## src/hdl/crsc_pkg.sv

```systemverilog
// crsc_pkg: widths, reset values and controller/datapath command and status
// types for the card repeat suppression cache. No dependencies.
`timescale 1ns / 1ps
package crsc_pkg;

  localparam int CARD_W         = 56;
  localparam int TIME_W         = 64;
  localparam int WIN_W          = 24;
  localparam int CACHE_ENTRIES_DEF = 8;
  localparam logic [WIN_W-1:0] WINDOW_RESET = 24'd2000;

  // Commands from the controller to the datapath
  typedef struct packed {
    logic load;         // capture the incoming request
    logic step;         // advance the cache read index
    logic capture;      // hold elapsed time and slot of a match
    logic wr_hit;       // refresh time of the matched slot
    logic wr_miss;      // write new entry at the replace pointer
    logic post;         // load the result register
    logic post_accept;
    logic post_cached;
  } crsc_cmd_t;

  // Status from the datapath to the controller
  typedef struct packed {
    logic match;        // slot under compare is valid and holds the card
    logic last;         // slot under compare is the last one
    logic too_soon;     // elapsed time is below the window
    logic out_busy;     // result register still holds an untaken result
  } crsc_sts_t;

endpackage

```

## src/hdl/crsc_ifs.sv

```systemverilog
// crsc interfaces: valid/ready channels for scan requests, results and
// window configuration. Depends on crsc_pkg.
`timescale 1ns / 1ps
interface crsc_scan_if;
  import crsc_pkg::*;
  logic              valid;
  logic              ready;
  logic [CARD_W-1:0] card_id;
  logic [TIME_W-1:0] timestamp_ms;
  modport source (output valid, output card_id, output timestamp_ms, input ready);
  modport sink   (input valid, input card_id, input timestamp_ms, output ready);
endinterface

interface crsc_result_if;
  logic valid;
  logic ready;
  logic accept;
  logic was_cached;
  modport source (output valid, output accept, output was_cached, input ready);
  modport sink   (input valid, input accept, input was_cached, output ready);
endinterface

interface crsc_cfg_if;
  import crsc_pkg::*;
  logic             valid;
  logic             ready;
  logic [WIN_W-1:0] debounce_window_ms;
  modport source (output valid, output debounce_window_ms, input ready);
  modport sink   (input valid, input debounce_window_ms, output ready);
endinterface

```

## src/hdl/crsc_ram.sv

```systemverilog
// crsc_ram: generic single-write, single-read RAM with registered read data.
// No dependencies.
`timescale 1ns / 1ps
module crsc_ram #(
  parameter int WIDTH = 8,
  parameter int DEPTH = 8
) (
  input  logic                                   clk,
  input  logic                                   we,
  input  logic [((DEPTH > 1) ? $clog2(DEPTH) : 1)-1:0] waddr,
  input  logic [WIDTH-1:0]                       wdata,
  input  logic [((DEPTH > 1) ? $clog2(DEPTH) : 1)-1:0] raddr,
  output logic [WIDTH-1:0]                       rdata
);

  logic [WIDTH-1:0] mem [DEPTH];

  always_ff @(posedge clk) begin
    if (we) begin
      mem[waddr] <= wdata;
    end
    rdata <= mem[raddr];
  end

endmodule

```

## src/hdl/crsc_ctrl.sv

```systemverilog
// crsc_ctrl: request sequencer for the cache scan, decision and write-back.
// Depends on crsc_pkg.
`timescale 1ns / 1ps
module crsc_ctrl (
  input  logic                 clk,
  input  logic                 rst,
  input  logic                 in_valid,
  output logic                 in_ready,
  input  crsc_pkg::crsc_sts_t  sts,
  output crsc_pkg::crsc_cmd_t  cmd
);
  import crsc_pkg::*;

  typedef enum logic [2:0] {
    S_IDLE,
    S_PRIME,
    S_SCAN,
    S_CHECK,
    S_DONE
  } state_t;

  state_t state;
  state_t state_next;
  logic   res_accept;
  logic   res_cached;
  logic   res_accept_next;
  logic   res_cached_next;

  assign in_ready = (state == S_IDLE);

  // Next state and commands
  always_comb begin
    state_next      = state;
    res_accept_next = res_accept;
    res_cached_next = res_cached;
    cmd             = '0;
    cmd.post_accept = res_accept;
    cmd.post_cached = res_cached;
    unique case (state)
      S_IDLE: begin
        if (in_valid) begin
          cmd.load   = 1'b1;
          state_next = S_PRIME;
        end
      end
      S_PRIME: begin
        // first read is in flight
        cmd.step   = 1'b1;
        state_next = S_SCAN;
      end
      S_SCAN: begin
        priority if (sts.match) begin
          cmd.capture = 1'b1;
          state_next  = S_CHECK;
        end else if (sts.last) begin
          cmd.wr_miss     = 1'b1;
          res_accept_next = 1'b1;
          res_cached_next = 1'b0;
          state_next      = S_DONE;
        end else begin
          cmd.step = 1'b1;
        end
      end
      S_CHECK: begin
        res_cached_next = 1'b1;
        if (sts.too_soon) begin
          res_accept_next = 1'b0;
        end else begin
          cmd.wr_hit      = 1'b1;
          res_accept_next = 1'b1;
        end
        state_next = S_DONE;
      end
      S_DONE: begin
        if (!sts.out_busy) begin
          cmd.post   = 1'b1;
          state_next = S_IDLE;
        end
      end
      default: state_next = S_IDLE;
    endcase
  end

  // State and registered result flags
  always_ff @(posedge clk) begin
    if (rst) begin
      state      <= S_IDLE;
      res_accept <= 1'b0;
      res_cached <= 1'b0;
    end else begin
      state      <= state_next;
      res_accept <= res_accept_next;
      res_cached <= res_cached_next;
    end
  end

endmodule

```

## src/hdl/crsc_dp.sv

```systemverilog
// crsc_dp: cache storage, compare, elapsed-time check, replace pointer,
// window register and result register. Depends on crsc_pkg and crsc_ram.
`timescale 1ns / 1ps
module crsc_dp #(
  parameter int CACHE_ENTRIES = crsc_pkg::CACHE_ENTRIES_DEF
) (
  input  logic                          clk,
  input  logic                          rst,
  input  logic [crsc_pkg::CARD_W-1:0]   card_id,
  input  logic [crsc_pkg::TIME_W-1:0]   timestamp_ms,
  input  logic                          cfg_valid,
  input  logic [crsc_pkg::WIN_W-1:0]    cfg_window,
  output logic                          out_valid,
  input  logic                          out_ready,
  output logic                          out_accept,
  output logic                          out_cached,
  input  crsc_pkg::crsc_cmd_t           cmd,
  output crsc_pkg::crsc_sts_t           sts
);
  import crsc_pkg::*;

  localparam int IDX_W  = (CACHE_ENTRIES > 1) ? $clog2(CACHE_ENTRIES) : 1;
  localparam int ENT_W  = CARD_W + TIME_W;
  localparam logic [IDX_W-1:0] LAST_IDX = IDX_W'(CACHE_ENTRIES - 1);

  logic [CARD_W-1:0]        card_r;
  logic [TIME_W-1:0]        time_r;
  logic [WIN_W-1:0]         window;
  logic [IDX_W-1:0]         rd_idx;
  logic [IDX_W-1:0]         cmp_idx;
  logic [IDX_W-1:0]         hit_idx;
  logic [IDX_W-1:0]         ptr;
  logic [CACHE_ENTRIES-1:0] valid;
  logic [TIME_W-1:0]        diff;
  logic [ENT_W-1:0]         rdata;
  logic [CARD_W-1:0]        rd_card;
  logic [TIME_W-1:0]        rd_time;
  logic                     wr_en;
  logic [IDX_W-1:0]         wr_addr;

  assign rd_card = rdata[ENT_W-1:TIME_W];
  assign rd_time = rdata[TIME_W-1:0];
  assign wr_en   = cmd.wr_hit | cmd.wr_miss;
  assign wr_addr = cmd.wr_miss ? ptr : hit_idx;

  // Entry storage: card identifier over last accepted time
  crsc_ram #(
    .WIDTH (ENT_W),
    .DEPTH (CACHE_ENTRIES)
  ) u_ram (
    .clk   (clk),
    .we    (wr_en),
    .waddr (wr_addr),
    .wdata ({card_r, time_r}),
    .raddr (rd_idx),
    .rdata (rdata)
  );

  // Request capture and scan indexes
  always_ff @(posedge clk) begin
    if (cmd.load) begin
      card_r <= card_id;
      time_r <= timestamp_ms;
    end
    cmp_idx <= rd_idx;
    if (cmd.load) begin
      rd_idx <= '0;
    end else if (cmd.step && (rd_idx != LAST_IDX)) begin
      rd_idx <= rd_idx + IDX_W'(1);
    end
    // elapsed time wraps modulo 2^64
    if (cmd.capture) begin
      diff    <= time_r - rd_time;
      hit_idx <= cmp_idx;
    end
  end

  // Valid marks, replace pointer and window register
  always_ff @(posedge clk) begin
    if (rst) begin
      valid  <= '0;
      ptr    <= '0;
      window <= WINDOW_RESET;
    end else begin
      if (cfg_valid) begin
        window <= cfg_window;
      end
      if (cmd.wr_miss) begin
        valid[ptr] <= 1'b1;
        ptr        <= (ptr == LAST_IDX) ? '0 : ptr + IDX_W'(1);
      end
    end
  end

  // Result register
  always_ff @(posedge clk) begin
    if (rst) begin
      out_valid <= 1'b0;
    end else if (cmd.post) begin
      out_valid <= 1'b1;
    end else if (out_ready) begin
      out_valid <= 1'b0;
    end
    if (cmd.post) begin
      out_accept <= cmd.post_accept;
      out_cached <= cmd.post_cached;
    end
  end

  // Status
  assign sts.match    = valid[cmp_idx] && (rd_card == card_r);
  assign sts.last     = (cmp_idx == LAST_IDX);
  assign sts.too_soon = (diff[TIME_W-1:WIN_W] == '0) && (diff[WIN_W-1:0] < window);
  assign sts.out_busy = out_valid && !out_ready;

endmodule

```

## src/hdl/card_repeat_suppression_cache_top.sv

```systemverilog
// Card repeat suppression cache: valid/ready for scan requests, a result
// register with valid/ready on the output, and a window configuration write
// channel that is always ready. Each scan reads the slots in order from slot 0
// until the first match or the last slot; a match adds a time check and a
// miss writes a new entry at the replace pointer. The next request is taken
// only after the result is posted, and the result stage waits while the
// previous result is untaken. The entry RAM is read one slot per cycle.
// Valid marks reset cleared; no clearing pass.
`timescale 1ns / 1ps
module card_repeat_suppression_cache_top #(
  parameter int CACHE_ENTRIES = crsc_pkg::CACHE_ENTRIES_DEF
) (
  input  logic          clk,
  input  logic          rst,
  crsc_scan_if.sink     scan,
  crsc_result_if.source result,
  crsc_cfg_if.sink      cfg
);
  import crsc_pkg::*;

  crsc_cmd_t cmd;
  crsc_sts_t sts;

  assign cfg.ready = 1'b1;

  // Sequencer
  crsc_ctrl u_ctrl (
    .clk      (clk),
    .rst      (rst),
    .in_valid (scan.valid),
    .in_ready (scan.ready),
    .sts      (sts),
    .cmd      (cmd)
  );

  // Cache datapath
  crsc_dp #(
    .CACHE_ENTRIES (CACHE_ENTRIES)
  ) u_dp (
    .clk          (clk),
    .rst          (rst),
    .card_id      (scan.card_id),
    .timestamp_ms (scan.timestamp_ms),
    .cfg_valid    (cfg.valid),
    .cfg_window   (cfg.debounce_window_ms),
    .out_valid    (result.valid),
    .out_ready    (result.ready),
    .out_accept   (result.accept),
    .out_cached   (result.was_cached),
    .cmd          (cmd),
    .sts          (sts)
  );

endmodule

```

## src/flat_wrapper.sv

```systemverilog
// flat-port wrapper written by rule: the top's interface ports become plain ports
module card_repeat_suppression_cache_top_flat import crsc_pkg::*;
#(
  parameter int CACHE_ENTRIES = crsc_pkg::CACHE_ENTRIES_DEF
)
  (clk, rst, scan_valid, scan_card_id, scan_timestamp_ms, scan_ready, result_valid, result_accept, result_was_cached, result_ready, cfg_valid, cfg_debounce_window_ms, cfg_ready);
  crsc_scan_if scan_i ();
  crsc_result_if result_i ();
  crsc_cfg_if cfg_i ();
  input  logic clk;
  input  logic rst;
  input wire logic [$bits(scan_i.valid)-1:0] scan_valid;
  input wire logic [$bits(scan_i.card_id)-1:0] scan_card_id;
  input wire logic [$bits(scan_i.timestamp_ms)-1:0] scan_timestamp_ms;
  output wire logic [$bits(scan_i.ready)-1:0] scan_ready;
  output wire logic [$bits(result_i.valid)-1:0] result_valid;
  output wire logic [$bits(result_i.accept)-1:0] result_accept;
  output wire logic [$bits(result_i.was_cached)-1:0] result_was_cached;
  input wire logic [$bits(result_i.ready)-1:0] result_ready;
  input wire logic [$bits(cfg_i.valid)-1:0] cfg_valid;
  input wire logic [$bits(cfg_i.debounce_window_ms)-1:0] cfg_debounce_window_ms;
  output wire logic [$bits(cfg_i.ready)-1:0] cfg_ready;
  assign scan_i.valid = scan_valid;
  assign scan_i.card_id = scan_card_id;
  assign scan_i.timestamp_ms = scan_timestamp_ms;
  assign scan_ready = scan_i.ready;
  assign result_valid = result_i.valid;
  assign result_accept = result_i.accept;
  assign result_was_cached = result_i.was_cached;
  assign result_i.ready = result_ready;
  assign cfg_i.valid = cfg_valid;
  assign cfg_i.debounce_window_ms = cfg_debounce_window_ms;
  assign cfg_ready = cfg_i.ready;
  card_repeat_suppression_cache_top #(.CACHE_ENTRIES(CACHE_ENTRIES)) u_core (.clk(clk), .rst(rst), .scan(scan_i), .result(result_i), .cfg(cfg_i));
endmodule
```

## config.mk

```make
export PLATFORM = sky130hd
export DESIGN_NAME = card_repeat_suppression_cache_top_flat
export DESIGN_NICKNAME = d
export VERILOG_FILES = /design/src/hdl/crsc_pkg.sv /design/src/hdl/crsc_ifs.sv /design/src/hdl/crsc_ram.sv /design/src/hdl/crsc_ctrl.sv /design/src/hdl/crsc_dp.sv /design/src/hdl/card_repeat_suppression_cache_top.sv /design/src/flat_wrapper.sv
export SDC_FILE = /design/constraint.sdc
export NUM_CORES = 1
export LEC_CHECK = 0
export BUFFER_PORTS_ARGS = -buffer_cell sky130_fd_sc_hd__buf_2
export CORE_MARGIN = 2
export CORE_UTILIZATION = 64
export CTS_BUF_LIST = sky130_fd_sc_hd__clkbuf_8
export DETAILED_ROUTE_END_ITERATION = 6
export PLACE_DENSITY = 0.85
export SETUP_SLACK_MARGIN = 0.5
export SLEW_MARGIN = 20
export SYNTH_ARGS = -nofsm -noshare
export SYNTH_HDL_FRONTEND = slang
export SYNTH_SLANG_ARGS = --single-unit
export TNS_END_PERCENT = 30
```

## constraint.sdc

```tcl
create_clock -name clk -period 10.3 [get_ports clk]
set_input_delay 2.575 -clock clk [delete_from_list [all_inputs] [get_ports clk]]
set_output_delay 2.575 -clock clk [all_outputs]
set_load 0.05 [all_outputs]
```

==> metrics.md <==
| Metric | Value |
|---|---|
| Outcome | `finished, final reports clean` |
| Post-Syn Nets | `2966` |
| Core box area | `79100 um2` |
| Starting density of the core | `64.8%` |
| CTS tree | `built` |
| DRC Markers | `0` |
| Slew headroom | `26.3%` |
| Top Ports | `154` |
| PnR worst setup slack | `4930 ps` |
| Hold Fails Final Rpt | `0` |
| Sum Neg Setup Slack | `0 ps` |
| First-pass GRT wire length | `168 mm` |
| Routed WL | `111 mm` |
| Average vias per placed instance | `6.37` |
| Dominant cell type by area after synthesis | `edfxtp_1` |
| Maximum vdd ir drop | `161 uV` |
| Share of cells above drive strength 1 | `26.6%` |
| Crit path launch type | `flip-flop` |
| Drt pass-1 iters | `6` |
| Insertion delay to the later sink of the worst-skew pair | `850 ps` |
| Synth warn | `0` |
| CP startpoint | `u_core.u_dp.card_r[7]$_DFFE_PP_` |
| Htree depth | `4` |
| Top post-synthesis cells by area | `edfxtp_1 (67%), mux4_2 (11%), dfxtp_1 (6.5%), mux2_2 (2.6%), ha_1 (2.2%)` |
| Power Density | `223 nW/um2` |
| Worst-path clk slew | `60 ps` |
| Post-CTS sizing | `0` |
| Hold Path End | `u_core.u_dp.valid[2]$_SDFFE_PP0P_` |
| Final Cycle Share | `52.2%` |
| Die ar. | `82400 um2` |
| Crit path time final | `5370 ps` |
| Most used flip-flop cell after synthesis | `edfxtp_1` |
| Synth Cell Area | `51300 um2` |
| Hold Path Class | `flip-flop to flip-flop` |
| Crit path DAT | `5800 ps` |
| Post-Layout Cell Count | `4231` |
| Tot GR Track Use | `27.7%` |
| Critical path class | `flip-flop to flip-flop` |
| Sequential cell area | `37900 um2` |
| 1st-iter DRT viols | `3110` |
| CTS buffer count | `196` |
| Clock root buffer | `clkbuf_8` |
| Worst reg2reg path depth | `12` |
| Clk buf depth | `3` |
| Setup violators final | `0` |
| Layout area overhead | `11.6%` |
| Post-synth EDFFs | `1149` |
| Synth Register Bits | `1316` |
| Setup repair bufs after CTS | `0` |
| Crit Path Max Fanout | `61` |
| RSZ-0062 raised after global routing | `no` |
| Worst R2R Setup Slack | `4930 ps` |
| Leakage | `19.5 nW` |
| Post-DP HPWL | `65.5 mm` |
| Post-Place Setup Slack | `5070 ps` |
| Final Slew Violations | `0` |
| Initial antenna violation count | `4` |
| # clock sinks | `1316` |
| Worst-Margin Slew | `1100 ps` |
| Top-count cell post-synth | `edfxtp_1` |
| WP data required | `10730 ps` |
| Final Hold Slack | `482 ps` |
| GRT Residual Overflow | `0` |
| Vias in the first global route | `27.8k` |
| Total number of vias | `26.9k` |
| F_max | `186 MHz` |
| Netlist cell types | `72` |
| Die Width | `287 um` |
| Hold path start | `u_core.u_dp.valid[2]$_SDFFE_PP0P_` |
| Post-route ant nets | `0` |
| FF-to-FF End | `u_core.u_dp.u_ram.mem[5][9]$_DFFE_PP_` |
| Max Cap Violations | `0` |
| Post-Place Cells | `3855` |
| Cells after Synth | `2726` |
| Post-layout nets | `3244` |
| Wire per inst | `26.3 um` |
| Number of port buffers | `152` |
| Worst setup EP type | `flip-flop` |
| Die outline height | `287 um` |
| Reg2reg start | `u_core.u_dp.card_r[7]$_DFFE_PP_` |
| Largest net degree at the start of global routing | `160` |
| Asr flop ratio synth | `0%` |
| Area of the multi-input gates | `12700 um2` |
| GPL Wtd Cong | `0.934` |
| Syn Area/Cell | `18.8 um2` |
| Yosys top cell area share | `67.3%` |
| Top cells by count, synth | `edfxtp_1 (1149), mux4_2 (242), dfxtp_1 (167), mux2_2 (120), inv_1 (107)` |
| Final Skew | `54.6 ps` |
| # fillers | `4365` |
| # rows | `103` |
| Sequential share of the synthesized area | `73.8%` |
| Hold buffers post-CTS | `0` |
| Worst hold stages | `2` |
-- flip-flops by register name, indices dropped and copies added (netlist names), 3 cells and up --
signal                   count
u_core.u_dp.u_ram.mem      960
u_core.u_dp.cmp_idx          3
u_core.u_dp.u_ram.rdata    120
u_core.u_dp.card_r          56
u_core.u_dp.rd_idx           3
u_core.u_dp.ptr              3
u_core.u_dp.hit_idx          3
u_core.u_dp.window          24
u_core.u_dp.valid            8
u_core.u_dp.diff            64
u_core.u_ctrl.state          3
u_core.u_dp.time_r          64
-- placed cells by master (no fill, tap or decap), types with 26 or more instances in the layout --
master | Yosys | routed
ha_1 | 90 | 90
nand2_1 | 86 | 86
a21o_1 | 35 | 35
nand4_1 | 26 | 26
dfxtp_1 | 167 | 164
mux4_2 | 242 | 242
a21oi_1 | 94 | 94
inv_1 | 107 | 169
o21ai_0 | 41 | 41
clkinv_1 | 0 | 33
edfxtp_1 | 1149 | 1149
clkbuf_8 | 0 | 215
buf_2 | 14 | 152
nor4_1 | 38 | 38
clkinv_2 | 0 | 35
nor2_1 | 98 | 89
xor2_1 | 83 | 83
mux2_2 | 120 | 120
xnor2_1 | 35 | 35
-- metrics by stage --
stage | util, % | area (um2) | total power [mW]
2_1_floorplan | - | 51300 | 8.05
3_3_place_gp | 67.3 | 53300 | 8.58
3_5_place_dp | 67.3 | 53300 | 8.65
4_1_cts | 72.3 | 57200 | 12.8
5_1_grt | 72.3 | 57200 | 13.2
6_report | 72.3 | 57200 | 12.8
-- cells by family (layout without fill, tap and decap cells) --
kind of cell | after synthesis | after routing | synth area share (%)
xor+xnor | 118 | 118 | 2.02
flops | 1316 | 1316 | 73.8
buf+inv | 208 | 661 | 1.58
compound gates | 283 | 283 | 3.59
fa+ha+maj | 91 | 91 | 2.24
other cells | 1 | 3 | 0.00731
simple gates | 322 | 322 | 3.01
mux | 387 | 387 | 13.8
-- metal layers --
layer	track usage [%]	vias up	part of all wire (%)
li1	-	11440	-
met1	38.3	13564	39
met2	43.8	1661	48
met3	6.36	280	9.8
met4	10.2	0	3.0
met5	0	-	0
-- critical path: stages (launching register included) --
cell and delay [ps]:
edfxtp_1 520, xor2_1 250, nor4_1 560, nand4_1 310
nor3_1 350, a21boi_0 230, nor2b_1 190, buf_4 210
nor3b_1 270, a21oi_1 160, nor2_4 120, buf_4 820
buf_4 910
-- final cells by class --
cell class / count / area share [%]
antenna: 2 / 0.00874
clock buffer: 215 / 5.17
clock inverter: 158 / 1.71
inverter: 107 / 0.702
multi-input combinational: 1202 / 22.2
sequential: 1316 / 66.1
tap: 1050 / 2.30
timing repair buffer: 181 / 1.79
-- report_power, final --
group	switching, mW	leakage (nW)	internal [mW]
clock	2.02	2.25	2.13
combinational	1.24	5.47	1.04
sequential	0.221	11.8	6.10
-- worst max-delay path by stage --
stage	end	slack, ps	cells after the start
final	u_core.u_dp.u_ram.mem[5][9]$_DFFE_PP_	4930	12
after global routing	u_core.u_dp.u_ram.mem[5][2]$_DFFE_PP_	4730	12
after CTS	u_core.u_dp.u_ram.mem[5][2]$_DFFE_PP_	5010	12
after detailed placement	u_core.u_dp.u_ram.mem[5][87]$_DFFE_PP_	5070	12
after global placement	u_core.u_dp.u_ram.mem[5][90]$_DFFE_PP_	5210	12
after floorplan	u_core.u_dp.u_ram.mem[2][0]$_DFFE_PP_	2790	9
No activity file was read; power rests on OpenSTA's default activity.
